--- src/rtl/core/cht_pkg.sv ---
// Shared constants, request codes and word types of the region table.
// Used by every module of the block; depends on nothing.
package cht_pkg;

    localparam int TABLE_DEPTH  = 64;
    localparam int IDX_W        = $clog2(TABLE_DEPTH);
    localparam int CNT_W        = IDX_W + 1;
    localparam int REGION_SHIFT = 6;
    localparam int COORD_W      = 32;
    localparam int REGION_W     = COORD_W - REGION_SHIFT;
    localparam int FIELD_W      = 10;
    localparam int KEY_W        = 31;
    localparam int HANDLE_W     = 16;
    localparam int ENTRY_W      = KEY_W + HANDLE_W;
    localparam int SLOT_W       = 6;
    localparam int POS_W        = 6;
    localparam int REQ_W        = 2;
    localparam int QUEUE_DEPTH  = 2;
    localparam int QPTR_W       = $clog2(QUEUE_DEPTH);
    localparam int QCNT_W       = QPTR_W + 1;

    typedef enum logic [REQ_W-1:0] {
        REQ_LOOKUP = 2'd0,
        REQ_WRITE  = 2'd1,
        REQ_SORT   = 2'd2,
        REQ_NONE   = 2'd3
    } t_req;

    typedef struct packed {
        t_req                req;
        logic [REGION_W-1:0] rx;
        logic [REGION_W-1:0] ry;
        logic [REGION_W-1:0] rz;
        logic [KEY_W-1:0]    key;
        logic                slot_ok;
        logic [IDX_W-1:0]    slot;
        logic [KEY_W-1:0]    slot_key;
        logic [HANDLE_W-1:0] slot_handle;
    } t_cmd;

    typedef struct packed {
        logic full;
        logic empty;
    } t_q_stat;

    typedef struct packed {
        logic                found;
        logic [POS_W-1:0]    position;
        logic [HANDLE_W-1:0] handle;
        logic [KEY_W-1:0]    key;
        logic                done_res;
    } t_res;

endpackage

--- src/rtl/core/cht_front.sv ---
// Front end: takes request words, derives region coordinates and key.
// Depends on cht_pkg.
module cht_front (
    input  logic                              start,
    input  cht_pkg::t_q_stat                  i_stat,
    input  logic [cht_pkg::REQ_W-1:0]         i_req_type,
    input  logic signed [cht_pkg::COORD_W-1:0] i_coord_x,
    input  logic signed [cht_pkg::COORD_W-1:0] i_coord_y,
    input  logic signed [cht_pkg::COORD_W-1:0] i_coord_z,
    input  logic [cht_pkg::SLOT_W-1:0]        i_slot_index,
    input  logic [cht_pkg::KEY_W-1:0]         i_slot_key,
    input  logic [cht_pkg::HANDLE_W-1:0]      i_slot_handle,
    output logic                              busy,
    output logic                              o_push,
    output cht_pkg::t_cmd                     o_cmd
);

    logic signed [cht_pkg::COORD_W-1:0] sx, sy, sz;
    logic [3*cht_pkg::FIELD_W-1:0]      packed_key;

    assign sx = i_coord_x >>> cht_pkg::REGION_SHIFT;
    assign sy = i_coord_y >>> cht_pkg::REGION_SHIFT;
    assign sz = i_coord_z >>> cht_pkg::REGION_SHIFT;

    assign packed_key = {sz[cht_pkg::FIELD_W-1:0], sy[cht_pkg::FIELD_W-1:0],
                         sx[cht_pkg::FIELD_W-1:0]};

    assign busy   = i_stat.full;
    assign o_push = start && !i_stat.full;

    always_comb begin
        o_cmd.req         = cht_pkg::t_req'(i_req_type);
        o_cmd.rx          = sx[cht_pkg::REGION_W-1:0];
        o_cmd.ry          = sy[cht_pkg::REGION_W-1:0];
        o_cmd.rz          = sz[cht_pkg::REGION_W-1:0];
        o_cmd.key         = cht_pkg::KEY_W'(packed_key) + cht_pkg::KEY_W'(1);
        o_cmd.slot_ok     = (32'(i_slot_index) < 32'(cht_pkg::TABLE_DEPTH));
        o_cmd.slot        = cht_pkg::IDX_W'(i_slot_index);
        o_cmd.slot_key    = i_slot_key;
        o_cmd.slot_handle = i_slot_handle;
    end

endmodule

--- src/rtl/core/cht_queue.sv ---
// Short command queue between the front end and the back end.
// Depends on cht_pkg.
module cht_queue (
    input  logic             i_clk,
    input  logic             i_rst_n,
    input  logic             i_push,
    input  cht_pkg::t_cmd    i_cmd,
    input  logic             i_pop,
    output cht_pkg::t_cmd    o_cmd,
    output cht_pkg::t_q_stat o_stat
);

    cht_pkg::t_cmd               r_mem [cht_pkg::QUEUE_DEPTH];
    logic [cht_pkg::QPTR_W-1:0]  r_wr, r_rd, n_wr, n_rd;
    logic [cht_pkg::QCNT_W-1:0]  r_cnt, n_cnt;

    always_comb begin
        n_wr  = i_push ? r_wr + cht_pkg::QPTR_W'(1) : r_wr;
        n_rd  = i_pop  ? r_rd + cht_pkg::QPTR_W'(1) : r_rd;
        n_cnt = r_cnt + cht_pkg::QCNT_W'(i_push) - cht_pkg::QCNT_W'(i_pop);
    end

    always_ff @(posedge i_clk) begin
        if (!i_rst_n) begin
            r_wr  <= '0;
            r_rd  <= '0;
            r_cnt <= '0;
        end else begin
            r_wr  <= n_wr;
            r_rd  <= n_rd;
            r_cnt <= n_cnt;
        end
    end

    always_ff @(posedge i_clk) begin
        if (i_push) begin
            r_mem[r_wr] <= i_cmd;
        end
    end

    assign o_cmd        = r_mem[r_rd];
    assign o_stat.full  = (r_cnt == cht_pkg::QCNT_W'(cht_pkg::QUEUE_DEPTH));
    assign o_stat.empty = (r_cnt == '0);

endmodule

--- src/rtl/core/cht_back.sv ---
// Back end: table memory, binary search, bubble sort and result cache.
// Depends on cht_pkg.
module cht_back (
    input  logic             i_clk,
    input  logic             i_rst_n,
    input  cht_pkg::t_cmd    i_cmd,
    input  cht_pkg::t_q_stat i_stat,
    output logic             o_pop,
    output logic             o_res_valid,
    output cht_pkg::t_res    o_res
);

    typedef enum logic [2:0] {
        S_IDLE,
        S_SRCH,
        S_SORT_CARRY,
        S_SORT_STEP,
        S_SORT_END
    } t_state;

    localparam int KW = cht_pkg::KEY_W;
    localparam int HW = cht_pkg::HANDLE_W;
    localparam int EW = cht_pkg::ENTRY_W;
    localparam int IW = cht_pkg::IDX_W;
    localparam int CW = cht_pkg::CNT_W;
    localparam int RW = cht_pkg::REGION_W;

    // table memory, one key/handle word per slot
    logic [EW-1:0]                  mem [cht_pkg::TABLE_DEPTH];
    logic [cht_pkg::TABLE_DEPTH-1:0] r_vld;
    logic [EW-1:0]                  r_rd_data;
    logic                           r_rd_vld;

    t_state          r_state, n_state;
    logic [CW-1:0]   r_first, n_first, r_lp1, n_lp1;
    logic [IW-1:0]   r_mid, n_mid;
    logic [KW-1:0]   r_key, n_key;
    logic            r_cache_vld, n_cache_vld;
    logic [RW-1:0]   r_last_x, n_last_x, r_last_y, n_last_y, r_last_z, n_last_z;
    cht_pkg::t_res   r_cache, n_cache;
    logic [IW-1:0]   r_pass, n_pass, r_j, n_j;
    logic [EW-1:0]   r_carry, n_carry;
    logic            r_res_valid, n_res_valid;
    cht_pkg::t_res   r_res, n_res;

    logic            we;
    logic [IW-1:0]   waddr, raddr, lim;
    logic [EW-1:0]   wdata, rd_entry;
    logic [KW-1:0]   rd_key;
    logic [HW-1:0]   rd_handle;
    logic            hit;
    logic [CW-1:0]   nf, nl;
    logic [CW:0]     msum;

    assign rd_entry  = r_rd_vld ? r_rd_data : '0;
    assign rd_key    = rd_entry[EW-1:HW];
    assign rd_handle = rd_entry[HW-1:0];
    assign lim       = IW'(cht_pkg::TABLE_DEPTH - 1) - r_pass;
    assign hit       = r_cache_vld && (i_cmd.rx == r_last_x) && (i_cmd.ry == r_last_y)
                       && (i_cmd.rz == r_last_z);

    always_comb begin
        n_state     = r_state;
        n_first     = r_first;
        n_lp1       = r_lp1;
        n_mid       = r_mid;
        n_key       = r_key;
        n_cache_vld = r_cache_vld;
        n_last_x    = r_last_x;
        n_last_y    = r_last_y;
        n_last_z    = r_last_z;
        n_cache     = r_cache;
        n_pass      = r_pass;
        n_j         = r_j;
        n_carry     = r_carry;
        n_res_valid = 1'b0;
        n_res       = r_res;
        o_pop       = 1'b0;
        we          = 1'b0;
        waddr       = r_j;
        wdata       = r_carry;
        raddr       = r_mid;
        nf          = r_first;
        nl          = r_lp1;
        msum        = '0;

        unique case (r_state)
            S_IDLE: begin
                if (!i_stat.empty) begin
                    o_pop = 1'b1;
                    n_res = '0;
                    unique case (i_cmd.req)
                        cht_pkg::REQ_LOOKUP: begin
                            n_key = i_cmd.key;
                            if (hit) begin
                                n_res_valid    = 1'b1;
                                n_res          = r_cache;
                                n_res.key      = i_cmd.key;
                                n_res.done_res = 1'b1;
                            end else begin
                                n_last_x = i_cmd.rx;
                                n_last_y = i_cmd.ry;
                                n_last_z = i_cmd.rz;
                                n_first  = '0;
                                n_lp1    = CW'(cht_pkg::TABLE_DEPTH);
                                n_mid    = IW'((cht_pkg::TABLE_DEPTH - 1) / 2);
                                raddr    = n_mid;
                                n_state  = S_SRCH;
                            end
                        end
                        cht_pkg::REQ_WRITE: begin
                            we             = i_cmd.slot_ok;
                            waddr          = i_cmd.slot;
                            wdata          = {i_cmd.slot_key, i_cmd.slot_handle};
                            n_cache_vld    = 1'b0;
                            n_res_valid    = 1'b1;
                            n_res.done_res = 1'b1;
                        end
                        cht_pkg::REQ_SORT: begin
                            n_cache_vld = 1'b0;
                            n_pass      = '0;
                            raddr       = '0;
                            n_state     = S_SORT_CARRY;
                        end
                        default: begin
                            n_res_valid = 1'b1;
                        end
                    endcase
                end
            end
            S_SRCH: begin
                if (rd_key == r_key) begin
                    n_cache.found    = 1'b1;
                    n_cache.position = cht_pkg::POS_W'(r_mid);
                    n_cache.handle   = rd_handle;
                    n_cache.key      = '0;
                    n_cache.done_res = 1'b0;
                    n_cache_vld      = 1'b1;
                    n_res_valid      = 1'b1;
                    n_res            = n_cache;
                    n_res.key        = r_key;
                    n_res.done_res   = 1'b1;
                    n_state          = S_IDLE;
                end else begin
                    // narrow towards smaller keys when the slot key is larger
                    nf      = (rd_key > r_key) ? CW'(r_mid) + CW'(1) : r_first;
                    nl      = (rd_key > r_key) ? r_lp1 : CW'(r_mid);
                    n_first = nf;
                    n_lp1   = nl;
                    if (nf < nl) begin
                        msum  = (CW+1)'(nf) + (CW+1)'(nl) - (CW+1)'(1);
                        n_mid = msum[IW:1];
                        raddr = n_mid;
                    end else begin
                        n_cache        = '0;
                        n_cache_vld    = 1'b1;
                        n_res_valid    = 1'b1;
                        n_res          = '0;
                        n_res.key      = r_key;
                        n_res.done_res = 1'b1;
                        n_state        = S_IDLE;
                    end
                end
            end
            S_SORT_CARRY: begin
                n_carry = rd_entry;
                n_j     = '0;
                raddr   = IW'(1);
                n_state = S_SORT_STEP;
            end
            S_SORT_STEP: begin
                // keep the smaller key travelling, drop the larger one into place
                we    = 1'b1;
                waddr = r_j;
                if (r_carry[EW-1:HW] < rd_key) begin
                    wdata = rd_entry;
                end else begin
                    wdata   = r_carry;
                    n_carry = rd_entry;
                end
                if (r_j + IW'(1) == lim) begin
                    n_state = S_SORT_END;
                end else begin
                    n_j   = r_j + IW'(1);
                    raddr = r_j + IW'(2);
                end
            end
            S_SORT_END: begin
                we    = 1'b1;
                waddr = lim;
                wdata = r_carry;
                if (r_pass == IW'(cht_pkg::TABLE_DEPTH - 2)) begin
                    n_res_valid    = 1'b1;
                    n_res          = '0;
                    n_res.done_res = 1'b1;
                    n_state        = S_IDLE;
                end else begin
                    n_pass  = r_pass + IW'(1);
                    raddr   = '0;
                    n_state = S_SORT_CARRY;
                end
            end
            default: begin
                n_state = S_IDLE;
            end
        endcase
    end

    always_ff @(posedge i_clk) begin
        if (!i_rst_n) begin
            r_state     <= S_IDLE;
            r_cache_vld <= 1'b0;
            r_res_valid <= 1'b0;
            r_vld       <= '0;
        end else begin
            r_state     <= n_state;
            r_cache_vld <= n_cache_vld;
            r_res_valid <= n_res_valid;
            if (we) begin
                r_vld[waddr] <= 1'b1;
            end
        end
        r_first  <= n_first;
        r_lp1    <= n_lp1;
        r_mid    <= n_mid;
        r_key    <= n_key;
        r_last_x <= n_last_x;
        r_last_y <= n_last_y;
        r_last_z <= n_last_z;
        r_cache  <= n_cache;
        r_pass   <= n_pass;
        r_j      <= n_j;
        r_carry  <= n_carry;
        r_res    <= n_res;
        r_rd_vld <= r_vld[raddr];
    end

    always_ff @(posedge i_clk) begin
        if (we) begin
            mem[waddr] <= wdata;
        end
        r_rd_data <= mem[raddr];
    end

    assign o_res_valid = r_res_valid;
    assign o_res       = r_res;

endmodule

--- src/rtl/core/chunk_hash_table_lookup.sv ---
// Top level of the sorted region table: front end, command queue, back end.
// Depends on cht_pkg, cht_front, cht_queue and cht_back.
//
//   channel   handshake                 payload
//   request   start in, busy out        i_req_type .. i_slot_handle
//   result    o_result_valid strobe     o_found .. o_done_res
//
// A request enters the two-word queue in the cycle start is seen with busy low.
// The back end takes one word at a time: a cache hit, write or unused code
// gives its result in the cycle after it leaves the queue; a lookup miss runs
// a binary search with one table read per step before its result appears.
// A sort runs one memory read and write per cycle.
// Reset is synchronous and clears the table to empty; results cannot be stalled.
module chunk_hash_table_lookup (
    input  logic                               i_clk,
    input  logic                               i_rst_n,
    input  logic                               start,
    output logic                               busy,
    input  logic [cht_pkg::REQ_W-1:0]          i_req_type,
    input  logic signed [cht_pkg::COORD_W-1:0] i_coord_x,
    input  logic signed [cht_pkg::COORD_W-1:0] i_coord_y,
    input  logic signed [cht_pkg::COORD_W-1:0] i_coord_z,
    input  logic [cht_pkg::SLOT_W-1:0]         i_slot_index,
    input  logic [cht_pkg::KEY_W-1:0]          i_slot_key,
    input  logic [cht_pkg::HANDLE_W-1:0]       i_slot_handle,
    output logic                               o_result_valid,
    output logic                               o_found,
    output logic [cht_pkg::POS_W-1:0]          o_position,
    output logic [cht_pkg::HANDLE_W-1:0]       o_handle,
    output logic [cht_pkg::KEY_W-1:0]          o_key,
    output logic                               o_done_res
);

    cht_pkg::t_cmd    front_cmd, queue_cmd;
    cht_pkg::t_q_stat q_stat;
    cht_pkg::t_res    res;
    logic             push, pop;

    cht_front u_front (
        .start         (start),
        .i_stat        (q_stat),
        .i_req_type    (i_req_type),
        .i_coord_x     (i_coord_x),
        .i_coord_y     (i_coord_y),
        .i_coord_z     (i_coord_z),
        .i_slot_index  (i_slot_index),
        .i_slot_key    (i_slot_key),
        .i_slot_handle (i_slot_handle),
        .busy          (busy),
        .o_push        (push),
        .o_cmd         (front_cmd)
    );

    cht_queue u_queue (
        .i_clk   (i_clk),
        .i_rst_n (i_rst_n),
        .i_push  (push),
        .i_cmd   (front_cmd),
        .i_pop   (pop),
        .o_cmd   (queue_cmd),
        .o_stat  (q_stat)
    );

    cht_back u_back (
        .i_clk       (i_clk),
        .i_rst_n     (i_rst_n),
        .i_cmd       (queue_cmd),
        .i_stat      (q_stat),
        .o_pop       (pop),
        .o_res_valid (o_result_valid),
        .o_res       (res)
    );

    assign o_found    = res.found;
    assign o_position = res.position;
    assign o_handle   = res.handle;
    assign o_key      = res.key;
    assign o_done_res = res.done_res;

endmodule

--- config.mk ---
export PLATFORM = sky130hd
export DESIGN_NAME = chunk_hash_table_lookup
export DESIGN_NICKNAME = d
export VERILOG_FILES = /design/src/rtl/core/cht_pkg.sv /design/src/rtl/core/cht_front.sv /design/src/rtl/core/cht_queue.sv /design/src/rtl/core/cht_back.sv /design/src/rtl/core/chunk_hash_table_lookup.sv
export SDC_FILE = /design/constraint.sdc
export NUM_CORES = 2
export LEC_CHECK = 0
export ABC_AREA = 1
export BUFFER_PORTS_ARGS = -buffer_cell sky130_fd_sc_hd__buf_2
export CAP_MARGIN = 20
export CORE_MARGIN = 5
export CORE_UTILIZATION = 45
export DETAILED_ROUTE_END_ITERATION = 8
export PLACE_DENSITY_LB_ADDON = 0.05
export REMOVE_ABC_BUFFERS = 1
export SLEW_MARGIN = 10
export SYNTH_ARGS = -nofsm -noshare
export SYNTH_HDL_FRONTEND = slang
export SYNTH_SLANG_ARGS = --single-unit
--- constraint.sdc ---
create_clock -name i_clk -period 21.3 [get_ports i_clk]
set_input_delay 1.065 -clock i_clk [delete_from_list [all_inputs] [get_ports i_clk]]
set_output_delay 1.065 -clock i_clk [all_outputs]
set_load 0.02 [all_outputs]
==> results.md <==
* Portion of netlist area occupied by mux cells at 0.2876%
* Placed Instances at roughly 19000
* Post-synthesis simple-gate area fraction at about 22%
* Fraction of registers with async set/reset at 0%
* Drt drc at 0
* Worst Tran Pin Value at approximately 1.4 ns
* Drt first pass iters at 6
* Post-synth EDFFs at 3602
* Fin crit share at between 40% and 50%
* Layout cells sized above 1 at 8.329%
* Netlist cell types at 54
* Main combinational cell family by area after synthesis: simple AND/OR/NAND/NOR gates
* Max Clock Skew at a little over 0.04 ns
* 1st-iter DRT viols at 11990
* CP Max Fanout at 128
* CORE AREA at around 360000 um2
* Req. time, crit path at between 20 and 25 ns
* Die Ht at roughly 600 um
* GRT Total Usage at between 20 and 30%
* Initial Util at roughly 45%
* Clk pin slew, worst setup/hold paths at roughly 0.060 ns
* Synth Area per Inst at 11.12 um2
* Initial antenna violation count at 28
* Nets@finish at roughly 15000
* Critical path class: flop to flop
* Largest net degree at the start of global routing at 184
* Most area-consuming cells after synthesis: edfxtp_1 66%, nand3_1 10%, nand2_1 5.9%
* Post-synth top area cell: edfxtp_1
* RSZ-0062 raised after global routing: no
* Final hold viol count at 0
* Final setup viols at 0
* H-tree levels at 5
* Status: finished, final reports clean
* CP endpoint kind: flop
* Vias per inst at approximately 5.7
* Grt ovf at 0
* Vias in the first global route at roughly 110k
* Worst skew pair latency at approximately 0.97 ns
* WP buf/inv at 7
* Fmax at 0.09633 GHz
* CTS tree: done
* Main synth FF type: edfxtp_1
* Post-CTS Setup Bufs at 0
* Area growth from synthesis to layout at 12.26%
* Clock Sinks at ~3700
* Vias at 112400
* Worst Hold Class: input port to flop
* Final std cells w/o fill at ~20000
* CP most frequent cell: nand3_1
* I/O Buffers at approximately 190
* Post-Syn Instances at roughly 15000
* WP data arrival at approximately 11 ns
* Row count at between 200 and 250
* Synth warn at 0
* Cts hold-fix bufs at 0
* Tmin final at 10.38 ns
* HPWL after DPL at 290500 um
* Sequential area share after synthesis at 67.62%
* Slowest stage cell, crit path: buf_4
* Synth Area in Compound Gates at ~1.2%
* CP peak stage delay at ~0.75 ns
* Max Cap Viol at 0
* Die footprint at between 300000 and 400000 um2
* Post-Syn Area at ~160000 um2
* Max-slew violation count at 0
* Ports at about 210
* Area share of fa/ha/maj cells after synthesis at less than 1%
* XOR/XNOR Fraction of Synth Area at 0.4176%
* Die extent in x at 612.9 um
* Crit-path leading delay family: simple AND/OR/NAND/NOR gates
* Max_slew headroom at under 10%
* First-pass GRT wire length at slightly below 800000 um
* Final ANT Viol Nets at 0
* Clk root buf: clkbuf_16
* Synth Register Bits at approximately 3700
* Wire per inst at between 20 and 30 um
* # resized after CTS at 0
* Critical Path Start Type: flop
* Post-synth top area share at around 66%
* Clk buf depth at 4
* GPL Wtd Cong at 0.8593
* TritonCTS buffer count at 409
* Drt total wl at approximately 550000 um
==> final cells by class <==
class,count,area (um2)
clock buffer,542,11230
multi-input combinational,7937,41880
fill,31770,178600
tap,4794,5998
inverter,2139,8084
clock inverter,217,2115
sequential,3724,110600
antenna,12,30.03
timing repair buffer,508,3696
==> flip-flops by register name, indices dropped and copies added, names as in the netlist, 2 cells and up, named ones only <==
register and flops:
u_back.r_mid 6, u_back.r_first 7, u_back.r_cache 23, u_queue.r_mem 328
u_back.r_last_x 26, u_back.r_pass 6, u_back.r_rd_data 47, u_back.mem 3008
u_back.r_vld 64, u_back.r_state 3, u_back.o_res 55, u_back.r_key 31
u_back.r_lp1 7, u_queue.r_cnt 2, u_back.r_carry 47, u_back.r_last_z 26
u_back.r_last_y 26, u_back.r_j 6
==> stage by stage <==
stage	hold WS (ns)	utilization [%]	instance area [um2]	setup WS (ns)	TNS [ns]
floorplan	0.4255	-	159000	-38.89	-1866.71
global placement	0.4274	46.96	170100	11.17	0
finish	0.3016	50.70	183600	10.92	0
global route	0.2558	50.69	183600	10.38	0
detailed placement	0.4339	46.98	170200	11.13	0
CTS	0.2084	50.66	183500	11.08	0
==> kinds of logic (layout without fill, tap and decap cells) <==
family,Yosys count,count (layout)
multiplexers,47,47
adder cells (fa/ha/maj),82,82
flip-flops,3724,3724
AND/OR/NAND/NOR,7413,7413
AO/OA/AOI/OAI,317,317
XOR/XNOR,78,78
other,0,12
buffers and inverters,3046,3406
==> Yosys cell counts (25+ instances only) <==
| cell | number |
|---|---|
| buf_6 | 75 |
| nand4_1 | 55 |
| nand3b_1 | 1062 |
| inv_1 | 2133 |
| buf_1 | 97 |
| buf_2 | 383 |
| o22ai_1 | 27 |
| buf_4 | 25 |
| nand3_1 | 3288 |
| edfxtp_1 | 3602 |
| o221ai_1 | 53 |
| o21ai_0 | 107 |
| clkbuf_1 | 326 |
| ha_1 | 81 |
| xor2_1 | 56 |
| nor2_1 | 328 |
| nor3_1 | 36 |
| mux2i_1 | 47 |
| a21oi_1 | 94 |
| dfxtp_1 | 122 |
| nand2_1 | 2593 |
==> worst register-to-register path: cells and delay by family, from the launching register on <==
family	cells	cell delay [ns]
adder cells (fa/ha/maj)	2	0.60
AO/OA/AOI/OAI	3	0.90
AND/OR/NAND/NOR	19	4.21
flip-flops	1	0.33
buffers and inverters	7	4.15
==> per-layer routing <==
metal / global-route usage, % / vias up / part of all wire [%]
met5: 0 / - / 0.0046
met3: 3.849 / 954 / 7.3
li1: - / 50470 / -
met2: 45.38 / 4539 / 46
met1: 39.81 / 56420 / 42
met4: 10.93 / 4 / 4.3
==> placed cells by master (no fill, tap or decap), drive strengths merged, types with 6 or more instances in the layout <==
cell | synthesis | layout
a21oi | 94 | 94
a221oi | 6 | 6
and2 | 6 | 6
buf | 581 | 508
bufinv | 0 | 37
clkbuf | 326 | 542
clkinv | 1 | 165
clkinvlp | 0 | 10
dfxtp | 122 | 122
diode | 0 | 12
edfxtp | 3602 | 3602
ha | 81 | 81
inv | 2138 | 2144
mux2i | 47 | 47
nand2 | 2596 | 2596
nand3 | 3290 | 3290
nand3b | 1062 | 1062
nand4 | 55 | 55
nor2 | 331 | 331
nor3 | 37 | 37
nor4 | 10 | 10
o211ai | 10 | 10
o21ai | 111 | 111
o221ai | 53 | 53
o22ai | 27 | 27
or2 | 17 | 17
xnor2 | 22 | 22
xor2 | 56 | 56
==> final timing paths <==
kind                        startpoint                       endpoint  slack (ns)  depth (start not counted)
min                   i_slot_handle[2]  u_queue.r_mem[0][2]$_DFFE_PP_        0.30                          1
max reg2reg    u_back.r_rd_vld$_DFF_P_        u_back.r_rd_vld$_DFF_P_       10.92                         31
max            u_back.r_rd_vld$_DFF_P_        u_back.r_rd_vld$_DFF_P_       10.92                         31
min reg2reg  u_queue.r_rd$_SDFFE_PN0P_                           flop        0.45                          1
Power is left out: the tool's default activity adds up to more than one toggle a clock period on the data nets, which glitch-free logic cannot reach.
